### config.mk
export PLATFORM = sky130hd
export DESIGN_NAME = ptwa_cell
export DESIGN_NICKNAME = d
export VERILOG_FILES = /design/src/ptwa_pkg.sv /design/src/ptwa_cell.sv
export SDC_FILE = /design/constraint.sdc
export NUM_CORES = 1
export LEC_CHECK = 0
export BUFFER_PORTS_ARGS = -buffer_cell sky130_fd_sc_hd__buf_4
export CAP_MARGIN = 10
export CORE_MARGIN = 3
export CORE_UTILIZATION = 39
export CTS_CLUSTER_SIZE = 14
export DETAILED_ROUTE_END_ITERATION = 12
export GPL_TIMING_DRIVEN = 0
export MAX_ROUTING_LAYER = met4
export SLEW_MARGIN = 20
export SYNTH_ARGS = -nofsm -noshare
export SYNTH_HDL_FRONTEND = slang
export SYNTH_SLANG_ARGS = --single-unit
export TNS_END_PERCENT = 10
### constraint.sdc
create_clock -name clk -period 22.1 [get_ports clk]
set_clock_uncertainty 0.05 [all_clocks]
set_input_delay 3.315 -clock clk [delete_from_list [all_inputs] [get_ports clk]]
set_output_delay 3.315 -clock clk [all_outputs]
set_load 0.01 [all_outputs]
### src/ptwa_pkg.sv
// Shared types, codes and helpers of the peer table with aging.
package ptwa_pkg;

  localparam int MAX_RESULTS = 16;
  localparam int IDX_SPAN    = 16;

  typedef enum logic [1:0] {
    CMD_ADD  = 2'd0,
    CMD_RECV = 2'd1,
    CMD_AGE  = 2'd2,
    CMD_READ = 2'd3
  } cmd_t;

  typedef enum logic [2:0] {
    ST_OK    = 3'd0,
    ST_FULL  = 3'd1,
    ST_RANGE = 3'd2,
    ST_STALE = 3'd3,
    ST_NONE  = 3'd4
  } status_t;

  typedef struct packed {
    logic        vld;
    cmd_t        cmd;
    logic [47:0] mac;
    logic [63:0] now;
    logic [3:0]  idx;
    logic        hit;
    logic        app;
    logic [4:0]  nrep;
    logic [4:0]  rid;
    logic [47:0] rmac;
    logic        ract;
    logic [63:0] rseen;
  } tok_t;

  typedef struct packed {
    logic        vld;
    status_t     status;
    logic [4:0]  id;
    logic [47:0] mac;
    logic        act;
    logic [63:0] seen;
  } res_t;

  typedef struct packed {
    status_t     status;
    logic [4:0]  id;
    logic [47:0] mac;
    logic        act;
    logic [63:0] seen;
    logic [4:0]  used;
    logic        last;
  } out_t;

  function automatic out_t pack_res(res_t r, logic [4:0] used, logic last);
    out_t o;
    o.status = r.status;
    o.id     = r.id;
    o.mac    = r.mac;
    o.act    = r.act;
    o.seen   = r.seen;
    o.used   = used;
    o.last   = last;
    return o;
  endfunction

endpackage

### src/ptwa_cell.sv
// One table slot: holds a peer entry and passes the transaction token to the next slot.
module ptwa_cell import ptwa_pkg::*; #(
  parameter int IDX = 0
) (
  input  logic        clk,
  input  logic        rst_n,
  input  logic        adv,
  input  logic [31:0] timeout,
  input  tok_t        tok_i,
  output tok_t        tok_o,
  output res_t        emit_o
);

  localparam logic [4:0] ID     = 5'((IDX + 1) % 32);
  localparam logic [3:0] RD_IDX = 4'(IDX % IDX_SPAN);
  localparam bit         RD_OK  = IDX < IDX_SPAN;

  logic        used_r, used_nxt;
  logic        act_r, act_nxt;
  logic [47:0] mac_r, mac_nxt;
  logic [63:0] seen_r, seen_nxt;
  tok_t        tok_r, tok_nxt;
  logic [63:0] age;
  logic        stale;

  always_comb begin
    tok_nxt  = tok_i;
    used_nxt = used_r;
    act_nxt  = act_r;
    mac_nxt  = mac_r;
    seen_nxt = seen_r;
    emit_o   = '0;
    age      = tok_i.now - seen_r;
    stale    = age >= {32'd0, timeout};
    if (tok_i.vld) begin
      unique case (tok_i.cmd)
        CMD_ADD, CMD_RECV: begin
          if (!tok_i.hit && (!used_r || mac_r == tok_i.mac)) begin
            if (!used_r) begin
              used_nxt    = 1'b1;
              mac_nxt     = tok_i.mac;
              seen_nxt    = tok_i.now;
              tok_nxt.app = 1'b1;
            end
            act_nxt = 1'b1;
            if (tok_i.cmd == CMD_RECV) begin
              seen_nxt = tok_i.now;
            end
            tok_nxt.hit   = 1'b1;
            tok_nxt.rid   = ID;
            tok_nxt.rmac  = mac_nxt;
            tok_nxt.ract  = 1'b1;
            tok_nxt.rseen = seen_nxt;
          end
        end
        CMD_AGE: begin
          if (used_r && act_r && stale) begin
            act_nxt = 1'b0;
            if (tok_i.nrep < 5'(MAX_RESULTS)) begin
              emit_o.vld    = 1'b1;
              emit_o.status = ST_STALE;
              emit_o.id     = ID;
              emit_o.mac    = mac_r;
              emit_o.act    = 1'b0;
              emit_o.seen   = seen_r;
              tok_nxt.nrep  = tok_i.nrep + 5'd1;
            end
          end
        end
        CMD_READ: begin
          if (RD_OK && used_r && tok_i.idx == RD_IDX) begin
            tok_nxt.hit   = 1'b1;
            tok_nxt.rid   = ID;
            tok_nxt.rmac  = mac_r;
            tok_nxt.ract  = act_r;
            tok_nxt.rseen = seen_r;
          end
        end
      endcase
    end
  end

  always_ff @(posedge clk) begin
    if (!rst_n) begin
      used_r <= 1'b0;
      act_r  <= 1'b0;
      tok_r  <= '0;
    end else if (adv) begin
      used_r <= used_nxt;
      act_r  <= act_nxt;
      tok_r  <= tok_nxt;
    end
  end

  always_ff @(posedge clk) begin
    if (adv) begin
      mac_r  <= mac_nxt;
      seen_r <= seen_nxt;
    end
  end

  assign tok_o = tok_r;

endmodule

==> results_tabular.tex, run 1 <==
\begin{tabular}{lr}
\hline
Metric & Value \\
\hline
\multicolumn{2}{l}{\textbf{Finish}} \\
\quad Post-layout utilization of the core & 52.5\% \\
\quad Layout overhead on the synthesized area & 31.5\% \\
\quad Number of filler cells placed in the layout & 5508 \\
\quad Fraction of final layout cells with drive strength greater than 1 & 26.4\% \\
\quad Sequential cell area & 8290 µm² \\
\quad Area of combinational cells with multiple inputs & 13600 µm² \\
\quad Final net count & 3746 \\
\multicolumn{2}{l}{\textbf{GRT}} \\
\quad Global routing usage on met1 & 37.9\% \\
\quad Met3 track demand over resource in global routing & 6.60\% \\
\quad Largest net degree at the start of global routing & 14 \\
\quad Met2 layer usage reported by global route & 55.2\% \\
\quad Sum of overflow across all layers after global routing & 0 \\
\quad Global-route wire length before repair & 152 mm \\
\quad Via count of the first global-routing pass & 24100 \\
\quad Overall fraction of global-route tracks in use & 32.3\% \\
\quad Number of antenna violations at the first check in global routing & 9 \\
\quad Busiest layer in global routing & met2 \\
\multicolumn{2}{l}{\textbf{Routing}} \\
\quad DR pass1 iterations & 5 \\
\quad DRC viols & 0 \\
\quad Detail Route Antenna Nets & 0 \\
\quad Via-to-Cell Ratio & 5.71 \\
\quad Vias after detailed routing & 23800 \\
\quad DR iter-0 viols & 1622 \\
\quad Aggregate routed wire length & 102 mm \\
\quad Routed wire length per instance & 24.5 µm \\
\multicolumn{2}{l}{\textbf{Yosys}} \\
\quad Distinct cell type count of the synthesized netlist & 83 \\
\quad Area share of the leading cell type in the synthesized netlist & 21.1\% \\
\quad Cell with the most instances after synthesis & dfxtp\_1 \\
\quad Number of enable flip-flop cells after synthesis & 112 \\
\quad Average size of a mapped cell & 8.75 µm² \\
\quad Yosys top cell by area & dfxtp\_1 \\
\quad Ys async rst share & 0\% \\
\quad Ys flop type & dfxtp\_1 \\
\quad Post-Syn Area & 23300 µm² \\
\quad Proportion of synthesized chip area in sequential cells & 35.6\% \\
\quad List of most frequent post-synthesis cells & dfxtp\_1 (246), nand2\_1 (221), o21ai\_0 (199) \\
\quad Number of warning messages in the yosys log & 0 \\
\quad Area contributors post-synth & dfxtp\_1 (21\%), edfxtp\_1 (14\%), mux2i\_1 (8.1\%) \\
\quad Synth Register Bits & 358 \\
\quad Synthesized instance count & 2663 \\
\multicolumn{2}{l}{\textbf{Placed design}} \\
\quad Pre-CTS setup slack & 8.96 ns \\
\quad Gp weighted congestion & 0.948 \\
\quad DPL Wire Length & 83.0 mm \\
\quad Port buffer count & 636 \\
\multicolumn{2}{l}{\textbf{Setup path}} \\
\quad Startpoint type of the worst setup path & primary input \\
\quad Arrival time at the worst endpoint & 9.81 ns \\
\quad Critical path peak fanout & 10 \\
\quad Register-to-register setup slack & 15.63 ns \\
\quad Path depth of the worst reg2reg path & 24 \\
\quad Worst reg2reg endpoint & tok\_o[118]\$\_SDFFE\_PN0P\_ \\
\quad Crit path kind & in -> out \\
\quad Worst Setup End Kind & output pin \\
\quad Launching point of the worst reg2reg path & seen\_r[6]\$\_DFFE\_PP\_ \\
\quad Required time of the worst setup path & 18.74 ns \\
\multicolumn{2}{l}{\textbf{Clock network}} \\
\quad Setup fix buffers added after clock tree synthesis & 0 \\
\quad Clock buffer depth & 3 \\
\quad Clock tree from TritonCTS & yes \\
\quad Clock sink count & 358 \\
\quad Post-cts resize count & 0 \\
\quad Clock slew at the register clock pins of the worst setup and hold paths & 0.06 ns \\
\quad Number of buffers added by the clock tree synthesis step & 42 \\
\quad Count of hold-fix buffers inserted at cts & 0 \\
\quad Deepest level of the CTS H-tree & 2 \\
\quad Cell at the root of the clock tree & clkbuf\_16 \\
\quad Clock latency at the later pin of the worst-skew pair & 0.58 ns \\
\multicolumn{2}{l}{\textbf{STA}} \\
\quad Count of final hold-check violations & 0 \\
\quad Headroom to the max-slew limit & 21.3\% \\
\quad Post-layout min period & 13.18 ns \\
\quad Total setup violations reported at the end of the flow & 0 \\
\quad Max Clk Rate & 75.9 MHz \\
\quad Fin crit share & 59.6\% \\
\quad Total count of max-transition violations in the final report & 0 \\
\quad Setup repair after global routing missed its margin & no \\
\quad Final TNS setup & 0 ns \\
\quad Worst Setup Slack, final & 8.92 ns \\
\quad Worst slew pin tran & 1.18 ns \\
\multicolumn{2}{l}{\textbf{Die}} \\
\quad Die Area & 62700 µm² \\
\quad I/O pin count & 645 \\
\quad Standard-cell row count & 88 \\
\quad Die height & 250 µm \\
\quad Starting Density & 39.9\% \\
\quad Die X-Extent & 250 µm \\
\quad Std-Cell Core Area & 58400 µm² \\
\multicolumn{2}{l}{\textbf{Pwr}} \\
\quad Maximum resistive drop on vdd & 0.0000556 V \\
\quad Leak & 0.0134 µW \\
\quad Areal power density over the cells & 60.6 nW/µm² \\
\multicolumn{2}{l}{\textbf{Hold path}} \\
\quad Worst min-delay path class & reg -> reg \\
\quad Min-Delay Startpoint & tok\_o[32]\$\_SDFFE\_PN0P\_ \\
\quad Worst-case hold path end point & tok\_o[32]\$\_SDFFE\_PN0P\_ \\
\quad Number of cells traversed by the worst hold path & 2 \\
\multicolumn{2}{l}{\textbf{Status}} \\
\quad Result of the run & complete, no violations \\
\multicolumn{2}{l}{\textbf{Run}} \\
\quad Number of max-cap violations & 0 \\
\hline
\end{tabular}
cells by family after synthesis:
kind of cell	share of synthesized area [%]
and+or+nand+nor	21.1
DFF	35.6
muxes	10.5
AOI/OAI and AO/OA	18.0
adders and majority gates	5.24
other	0.0161
buffers and inverters	6.03
xor gates and xnor gates	3.50
worst max-delay path, stage by stage:
cell	delay, ns
buf_4	0.15
inv_1	0.07
ha_1	0.17
inv_1	0.06
fa_1	0.43
a21o_1	0.20
a311o_1	0.40
a21oi_1	0.27
o21ai_0	0.22
a41oi_1	0.28
xnor2_1	0.16
ha_1	0.28
o21ai_0	0.21
nor2_1	0.07
o41ai_1	0.29
a21oi_1	0.12
nor4_1	0.53
nand3_1	0.13
nor4b_1	0.36
nand4_1	0.25
nor4_4	0.62
nand2_4	0.29
nand2_8	0.29
buf_6	0.19
inv_1	0.14
buf_4	0.16
buf_4	0.13
placed cells by master, fill, tap and decap left out, types with 116 or more instances in the layout:
cell type,n
buf_4,657
nor2_1,188
mux2i_1,188
o21ai_0,199
a21oi_1,116
nor2b_1,129
clkbuf_1,162
nand2_1,221
dfxtp_1,246
a221oi_1,118
per-layer routing:
metal,part of all wire [%],vias to the layer above,wire [µm]
li1,-,11100,-
met1,40,11700,40900
met2,50,915,50800
met3,7.2,168,7340
met4,3.3,0,3430
met5,0,-,0
report_power, final:
group | leakage [µW] | switching (µW) | internal [µW]
Sequential | 0.00305 | 20.3 | 713
Combinational | 0.00962 | 231 | 173
Clock | 0.000697 | 300 | 420
registers in the layout, indices dropped and copies added (netlist names):
name and flops:
tok_o 244, mac_r 48, used_r 1, act_r 1, seen_r 64
final cells by class:
class	count	area share [%]
Inverter	110	1.35
Sequential cell	358	27.1
Timing Repair Buffer	658	16.0
Tap cell	765	3.12
Clock inverter	10	0.331
Clock buffer	67	4.27
Antenna cell	9	0.0735
Multi-Input combinational cell	1986	44.5
Buffer	214	3.27
how the worst max path moves through the flow:
stage | slack, ns | cells past startpoint | endpoint | startpoint
CTS | 8.92 | 27 | emit_o[118] | tok_i[129]
global route | 8.58 | 27 | emit_o[118] | tok_i[129]
detailed placement | 8.96 | 27 | emit_o[118] | tok_i[129]
floorplan | 6.27 | 6 | act_r$_SDFFE_PN0P_ | tok_i[232]
global placement | -1.55 | 7 | act_r$_SDFFE_PN0P_ | tok_i[230]
finish | 8.92 | 27 | emit_o[118] | tok_i[129]
stage by stage:
stage	cell area, µm²	std cells	hold slack (ns)	total power [µW]
after detailed placement	29200	4091	0.425	1150
after global routing	30600	4176	0.448	1930
final	30600	4177	0.430	1860
after global placement	29000	4069	0.416	1140
after floorplan	23300	2668	0.445	962
after CTS	30600	4168	0.433	1860
No activity file was read; power rests on OpenSTA's default activity.
==> run 2: changes to the inputs <==
==> constraint.sdc (replaced) <==
create_clock -name clk -period 12.04 [get_ports clk]
set_clock_uncertainty 0.05 [all_clocks]
set_input_delay 1.806 -clock clk [delete_from_list [all_inputs] [get_ports clk]]
set_output_delay 1.806 -clock clk [all_outputs]
set_load 0.01 [all_outputs]
==> run 2 against run 1 <==
Non-clock buffer count is 9 lower; first-iteration DRC count is 3.5% lower; cell count is 0.24% lower; die area stayed put; utilization hardly changed; clock-buffer cell count is 3 lower; cell area hardly changed; worst setup slack worse by 7.1 ns; flip-flop and latch count stayed put; largest cell class unchanged.
==> results_tabular.tex, run 2 (synthesis results as in run 1) <==
\begin{tabular}{lr}
\hline
Metric & Value \\
\hline
\multicolumn{2}{l}{\textbf{Pwr}} \\
\quad Leak & 0.0133 µW \\
\quad Power consumption & 3400 µW \\
\quad Maximum resistive drop on vdd & 0.000113 V \\
\quad Areal power density over the cells & 111 nW/µm² \\
\multicolumn{2}{l}{\textbf{Routing}} \\
\quad Aggregate routed wire length & 102 mm \\
\quad DR pass1 iterations & 5 \\
\quad Via-to-Cell Ratio & 5.72 \\
\quad DR iter-0 viols & 1565 \\
\quad DRC viols & 0 \\
\quad Vias after detailed routing & 23800 \\
\quad Detail Route Antenna Nets & 0 \\
\quad Routed wire length per instance & 24.4 µm \\
\multicolumn{2}{l}{\textbf{Placed design}} \\
\quad Port buffer count & 636 \\
\quad Cell area after placement & 29200 µm² \\
\quad Gp weighted congestion & 0.983 \\
\quad DPL Wire Length & 82.4 mm \\
\multicolumn{2}{l}{\textbf{Setup path}} \\
\quad Crit-path most repeated cell & buf\_4 \\
\quad Worst Setup End Kind & output pin \\
\quad Arrival time at the worst endpoint & 8.31 ns \\
\quad Required time of the worst setup path & 10.18 ns \\
\quad Startpoint type of the worst setup path & primary input \\
\quad Critical path peak fanout & 10 \\
\quad Crit path kind & in -> out \\
\quad Maximum single-stage delay on the critical path & 0.55 ns \\
\quad Cell with the biggest individual delay on the critical path & nor4\_4 \\
\quad Bufs and invs on worst path & 6 \\
\quad Delay-heaviest family, CP & simple AND/OR/NAND/NOR gates \\
\multicolumn{2}{l}{\textbf{Clock network}} \\
\quad Deepest level of the CTS H-tree & 2 \\
\quad Setup fix buffers added after clock tree synthesis & 0 \\
\quad Post-cts resize count & 0 \\
\quad Clock tree from TritonCTS & yes \\
\quad Clock sink count & 358 \\
\quad Clock buffer depth & 3 \\
\quad Clock latency at the later pin of the worst-skew pair & 0.59 ns \\
\quad Cell at the root of the clock tree & clkbuf\_16 \\
\quad Clock slew at the register clock pins of the worst setup and hold paths & 0.06 ns \\
\quad Count of hold-fix buffers inserted at cts & 0 \\
\quad Number of buffers added by the clock tree synthesis step & 43 \\
\multicolumn{2}{l}{\textbf{STA}} \\
\quad Headroom to the max-slew limit & 27.9\% \\
\quad Setup repair after global routing missed its margin & no \\
\quad Count of final hold-check violations & 0 \\
\quad Worst slew pin tran & 1.08 ns \\
\quad Max Clk Rate & 98.3 MHz \\
\quad Post-layout min period & 10.17 ns \\
\quad Total setup violations reported at the end of the flow & 0 \\
\quad Total count of max-transition violations in the final report & 0 \\
\quad Fin crit share & 84.5\% \\
\multicolumn{2}{l}{\textbf{Finish}} \\
\quad Commonest non-fill, non-tap cells in the layout & buf\_4 (655), dfxtp\_1 (246), nand2\_1 (221) \\
\quad Fraction of final layout cells with drive strength greater than 1 & 26.2\% \\
\quad Summed area of non-filler cells in the final layout & 30600 µm² \\
\quad Final net count & 3738 \\
\quad Leading cell type in the layout, fill and taps excluded & buf\_4 \\
\quad Flip-flop count of the largest register after layout & 244 \\
\quad Layout overhead on the synthesized area & 31.4\% \\
\quad Post-layout utilization of the core & 52.5\% \\
\multicolumn{2}{l}{\textbf{Status}} \\
\quad Result of the run & complete, no violations \\
\multicolumn{2}{l}{\textbf{Die}} \\
\quad Die Area & 62700 µm² \\
\quad I/O pin count & 645 \\
\quad Standard-cell row count & 88 \\
\quad Std-Cell Core Area & 58400 µm² \\
\quad Die height & 250 µm \\
\quad Starting Density & 39.9\% \\
\quad Die X-Extent & 250 µm \\
\multicolumn{2}{l}{\textbf{GRT}} \\
\quad Via count of the first global-routing pass & 24200 \\
\quad Number of antenna violations at the first check in global routing & 4 \\
\quad Global-route wire length before repair & 150 mm \\
\quad Met2 layer usage reported by global route & 54.5\% \\
\quad Met3 track demand over resource in global routing & 5.75\% \\
\quad Global routing usage on met1 & 37.3\% \\
\quad Sum of overflow across all layers after global routing & 0 \\
\quad Largest net degree at the start of global routing & 13 \\
\quad Busiest layer in global routing & met2 \\
\quad Overall fraction of global-route tracks in use & 31.9\% \\
\multicolumn{2}{l}{\textbf{Run}} \\
\quad Number of max-cap violations & 0 \\
\multicolumn{2}{l}{\textbf{Hold path}} \\
\quad Worst min-delay path class & reg -> reg \\
\hline
\end{tabular}
## run 2: changes by cell type in the layout (fill, tap and decap cells not counted), sizes merged
cell	before	now
buf	712	704
clkbuf	227	223
clkinv	7	14
diode	9	6
inv	112	110
## run 2: through the flow
step / setup TNS, ns / worst slack [ns] / std cells / hold slack [ns]
final: 0 / 1.87 / 4167 / 0.431
after global routing: 0 / 1.45 / 4165 / 0.446
after CTS: 0 / 1.85 / 4161 / 0.434
after detailed placement: 0 / 1.89 / 4082 / 0.426
after global placement: -267.53 / -2.37 / 4069 / 0.415
after floorplan: 0 / 2.51 / 2668 / 0.445
## run 2: where the power goes
part / switching [µW] / total [µW] / internal [µW] / leakage (µW)
Sequential: 38.4 / 1350 / 1310 / 0.00305
Clock: 556 / 1310 / 756 / 0.000694
Combinational: 420 / 737 / 317 / 0.00957
## run 2: worst paths after layout
path,startpoint,to,slack [ns],cells after the start
worst max register to register,seen_r[7]$_DFFE_PP_,tok_o[118]$_SDFFE_PN0P_,5.54,23
worst max-delay path,tok_i[134],emit_o[121],1.87,26
worst min-delay path,tok_o[28]$_SDFFE_PN0P_,tok_o[28]$_SDFFE_PN0P_,0.43,2
worst min register to register,tok_o[28]$_SDFFE_PN0P_,tok_o[28]$_SDFFE_PN0P_,0.43,2
## run 2: area by class of cell
class / count / area, µm²
fillers: 5641 / 27700
multi-input cells: 1986 / 13600
flip-flops and latches: 358 / 8290
repair buffers: 649 / 4910
clock buffers: 64 / 1280
plain buffers: 214 / 1000
well taps: 765 / 957
inverters: 110 / 413
clock inverters: 15 / 123
diodes: 6 / 15.0
## run 2: per-layer routing
metal  share of wire, %  wire, µm  vias up
met5                  0         0        -
met4                4.3      4340        0
met3                6.5      6660      172
met2                 49     50000      934
met1                 40     40800    11600
li1                   -         -    11100
## run 2: tightest hold or removal path: cells and delay by family (launching register included)
kind             cells  cell delay, ns
flip-flops           1            0.31
AND/OR/NAND/NOR      2            0.13
==> run 3: changes to the inputs <==
==> constraint.sdc (replaced) <==
create_clock -name clk -period 9.5 [get_ports clk]
set_clock_uncertainty 0.05 [all_clocks]
set_input_delay 1.425 -clock clk [delete_from_list [all_inputs] [get_ports clk]]
set_output_delay 1.425 -clock clk [all_outputs]
set_load 0.01 [all_outputs]
==> run 3 against run 2 <==
First-iteration DRC count barely moved; utilization barely moved; clock power rose by 27%; highest routed layer unchanged; largest cell class unchanged.
==> results_tabular.tex, run 3 (synthesis results as in run 1) <==
\begin{tabular}{lr}
\hline
Metric & Value \\
\hline
\multicolumn{2}{l}{\textbf{Status}} \\
\quad Result of the run & complete, no violations \\
\multicolumn{2}{l}{\textbf{Routing}} \\
\quad DR iter-0 viols & 1564 \\
\quad Aggregate routed wire length & 102 mm \\
\quad DRC viols & 0 \\
\quad Vias after detailed routing & 23800 \\
\quad Routed wire length per instance & 24.4 µm \\
\quad Via-to-Cell Ratio & 5.72 \\
\quad Detail Route Antenna Nets & 0 \\
\quad DR pass1 iterations & 5 \\
\multicolumn{2}{l}{\textbf{Finish}} \\
\quad Flip-flop count of the largest register after layout & 244 \\
\quad Fraction of final layout cells with drive strength greater than 1 & 26.2\% \\
\quad Number of filler cells placed in the layout & 5638 \\
\quad Sequential cell area & 8290 µm² \\
\quad Post-layout utilization of the core & 52.5\% \\
\quad Area of combinational cells with multiple inputs & 13600 µm² \\
\quad Commonest non-fill, non-tap cells in the layout & buf\_4 (656), dfxtp\_1 (246), nand2\_1 (221) \\
\quad Leading cell type in the layout, fill and taps excluded & buf\_4 \\
\quad Summed area of non-filler cells in the final layout & 30600 µm² \\
\quad Layout overhead on the synthesized area & 31.5\% \\
\quad Final net count & 3739 \\
\quad Non-Filler Instances & 4168 \\
\multicolumn{2}{l}{\textbf{Pwr}} \\
\quad Leak & 0.0133 µW \\
\quad Areal power density over the cells & 141 nW/µm² \\
\quad Reg power frac & 39.7\% \\
\quad Internal power & 3020 µW \\
\quad Net Switching & 1290 µW \\
\quad Combinational cell fraction of total power & 21.7\% \\
\quad Switch share & 29.9\% \\
\quad Portion of total power attributed to the clock network & 38.6\% \\
\quad Maximum resistive drop on vdd & 0.000142 V \\
\multicolumn{2}{l}{\textbf{Clock network}} \\
\quad Cell at the root of the clock tree & clkbuf\_16 \\
\quad Clock buffer depth & 3 \\
\quad Count of hold-fix buffers inserted at cts & 0 \\
\quad Clock tree from TritonCTS & yes \\
\quad Clock sink count & 358 \\
\quad Clock latency at the later pin of the worst-skew pair & 0.59 ns \\
\quad Clock slew at the register clock pins of the worst setup and hold paths & 0.06 ns \\
\quad Number of buffers added by the clock tree synthesis step & 43 \\
\quad Deepest level of the CTS H-tree & 2 \\
\multicolumn{2}{l}{\textbf{STA}} \\
\quad Post-layout min period & 9.00 ns \\
\quad Worst Setup Slack, final & 0.500 ns \\
\quad Setup repair after global routing missed its margin & no \\
\quad Max Clk Rate & 111 MHz \\
\quad Total setup violations reported at the end of the flow & 0 \\
\quad Fin crit share & 94.7\% \\
\quad Final TNS setup & 0 ns \\
\quad Count of final hold-check violations & 0 \\
\quad Headroom to the max-slew limit & 33.0\% \\
\quad Worst slew pin tran & 1.01 ns \\
\quad Total count of max-transition violations in the final report & 0 \\
\multicolumn{2}{l}{\textbf{Setup path}} \\
\quad Launching point of the worst reg2reg path & seen\_r[6]\$\_DFFE\_PP\_ \\
\quad Critical Path Start & tok\_i[129] \\
\quad Startpoint type of the worst setup path & primary input \\
\quad Required time of the worst setup path & 8.03 ns \\
\quad Path depth of the worst reg2reg path & 25 \\
\quad Worst Setup End Kind & output pin \\
\quad Crit path kind & in -> out \\
\quad Worst reg2reg endpoint & tok\_o[118]\$\_SDFFE\_PN0P\_ \\
\quad Critical path peak fanout & 10 \\
\quad Register-to-register setup slack & 3.40 ns \\
\quad Arrival time at the worst endpoint & 7.53 ns \\
\multicolumn{2}{l}{\textbf{Hold path}} \\
\quad Min-Delay Startpoint & tok\_o[28]\$\_SDFFE\_PN0P\_ \\
\quad Number of cells traversed by the worst hold path & 2 \\
\quad Worst min-delay path class & reg -> reg \\
\quad Worst-case hold path end point & tok\_o[28]\$\_SDFFE\_PN0P\_ \\
\multicolumn{2}{l}{\textbf{Die}} \\
\quad Die Area & 62700 µm² \\
\quad Die X-Extent & 250 µm \\
\quad I/O pin count & 645 \\
\quad Starting Density & 39.9\% \\
\quad Std-Cell Core Area & 58400 µm² \\
\quad Standard-cell row count & 88 \\
\quad Die height & 250 µm \\
\multicolumn{2}{l}{\textbf{GRT}} \\
\quad Number of antenna violations at the first check in global routing & 4 \\
\quad Via count of the first global-routing pass & 24200 \\
\quad Global-route wire length before repair & 150 mm \\
\quad Sum of overflow across all layers after global routing & 0 \\
\quad Overall fraction of global-route tracks in use & 31.9\% \\
\quad Largest net degree at the start of global routing & 13 \\
\multicolumn{2}{l}{\textbf{Placed design}} \\
\quad Post-Place Cells & 4082 \\
\quad Cell area after placement & 29200 µm² \\
\quad Gp weighted congestion & 0.983 \\
\quad Pre-CTS setup slack & 0.109 ns \\
\quad Port buffer count & 636 \\
\quad DPL Wire Length & 82.4 mm \\
\multicolumn{2}{l}{\textbf{Run}} \\
\quad Number of max-cap violations & 0 \\
\hline
\end{tabular}
## run 3: changes by cell type in the layout (fill, tap and decap cells not counted)
cell,delta
a211oi_2,+1
buf_4,+1
a211oi_1,-1
## run 3: what timing repair did
| item | CTS | global route |
|---|---|---|
| setup buffers | 0 | 1 |
| resized for setup | 0 | 1 |
| setup endpoints to repair | 0 | 70 |
## run 3: critical path, stage by stage
cell,delay (ns)
buf_4,0.14
inv_1,0.06
ha_1,0.16
inv_1,0.05
fa_1,0.42
a21o_1,0.19
a311o_1,0.41
a211oi_2,0.42
o21ai_0,0.24
a21oi_1,0.27
xnor2_1,0.15
ha_1,0.26
nand4_1,0.12
nor3_1,0.08
a211oi_1,0.49
o221ai_1,0.22
nor4_1,0.27
nand3_1,0.11
nor4b_1,0.41
nand4_1,0.22
nor4_4,0.27
nand2_4,0.23
nand2_8,0.28
buf_6,0.19
inv_1,0.13
buf_4,0.16
buf_4,0.13
## run 3: final cells by class
cell class / count / area share (%)
Antenna cell: 6 / 0.0490
Buffer: 214 / 3.26
Clock buffer: 64 / 4.17
Clock inverter: 15 / 0.400
Inverter: 110 / 1.35
Multi-Input combinational cell: 1986 / 44.5
Sequential cell: 358 / 27.1
Tap cell: 765 / 3.13
Timing Repair Buffer: 650 / 16.0
## run 3: worst max path at each step
stage / to / slack, ns / cells after the start
final: emit_o[121] / 0.50 / 27
after global routing: emit_o[121] / 0.05 / 27
after CTS: emit_o[121] / 0.07 / 26
after detailed placement: emit_o[121] / 0.11 / 26
after global placement: act_r$_SDFFE_PN0P_ / -4.53 / 7
after floorplan: mac_r[0]$_DFFE_PP_ / 0.35 / 5
## run 3: metrics by stage
stage,total power (µW),hold WS [ns]
5_1_grt,4480,0.446
3_5_place_dp,2660,0.426
3_3_place_gp,2650,0.415
2_1_floorplan,2240,0.445
6_report,4310,0.431
4_1_cts,4320,0.434
## run 3: power by group through the flow
stage,combinational (µW),clock [µW],sequential [µW]
finish,934,1660,1710
global route,1010,1750,1720
CTS,930,1680,1710
detailed placement,926,0,1740
global placement,909,0,1740
floorplan,473,0,1760
## run 3: metal layers
metal  part of all wire, %  vias up  GRT usage, %
met4                   4.3        0          12.5
met3                   6.8      184          5.75
met1                    40    11600          37.3
li1                      -    11100             -
met5                     0        -             -
met2                    49      973          54.5
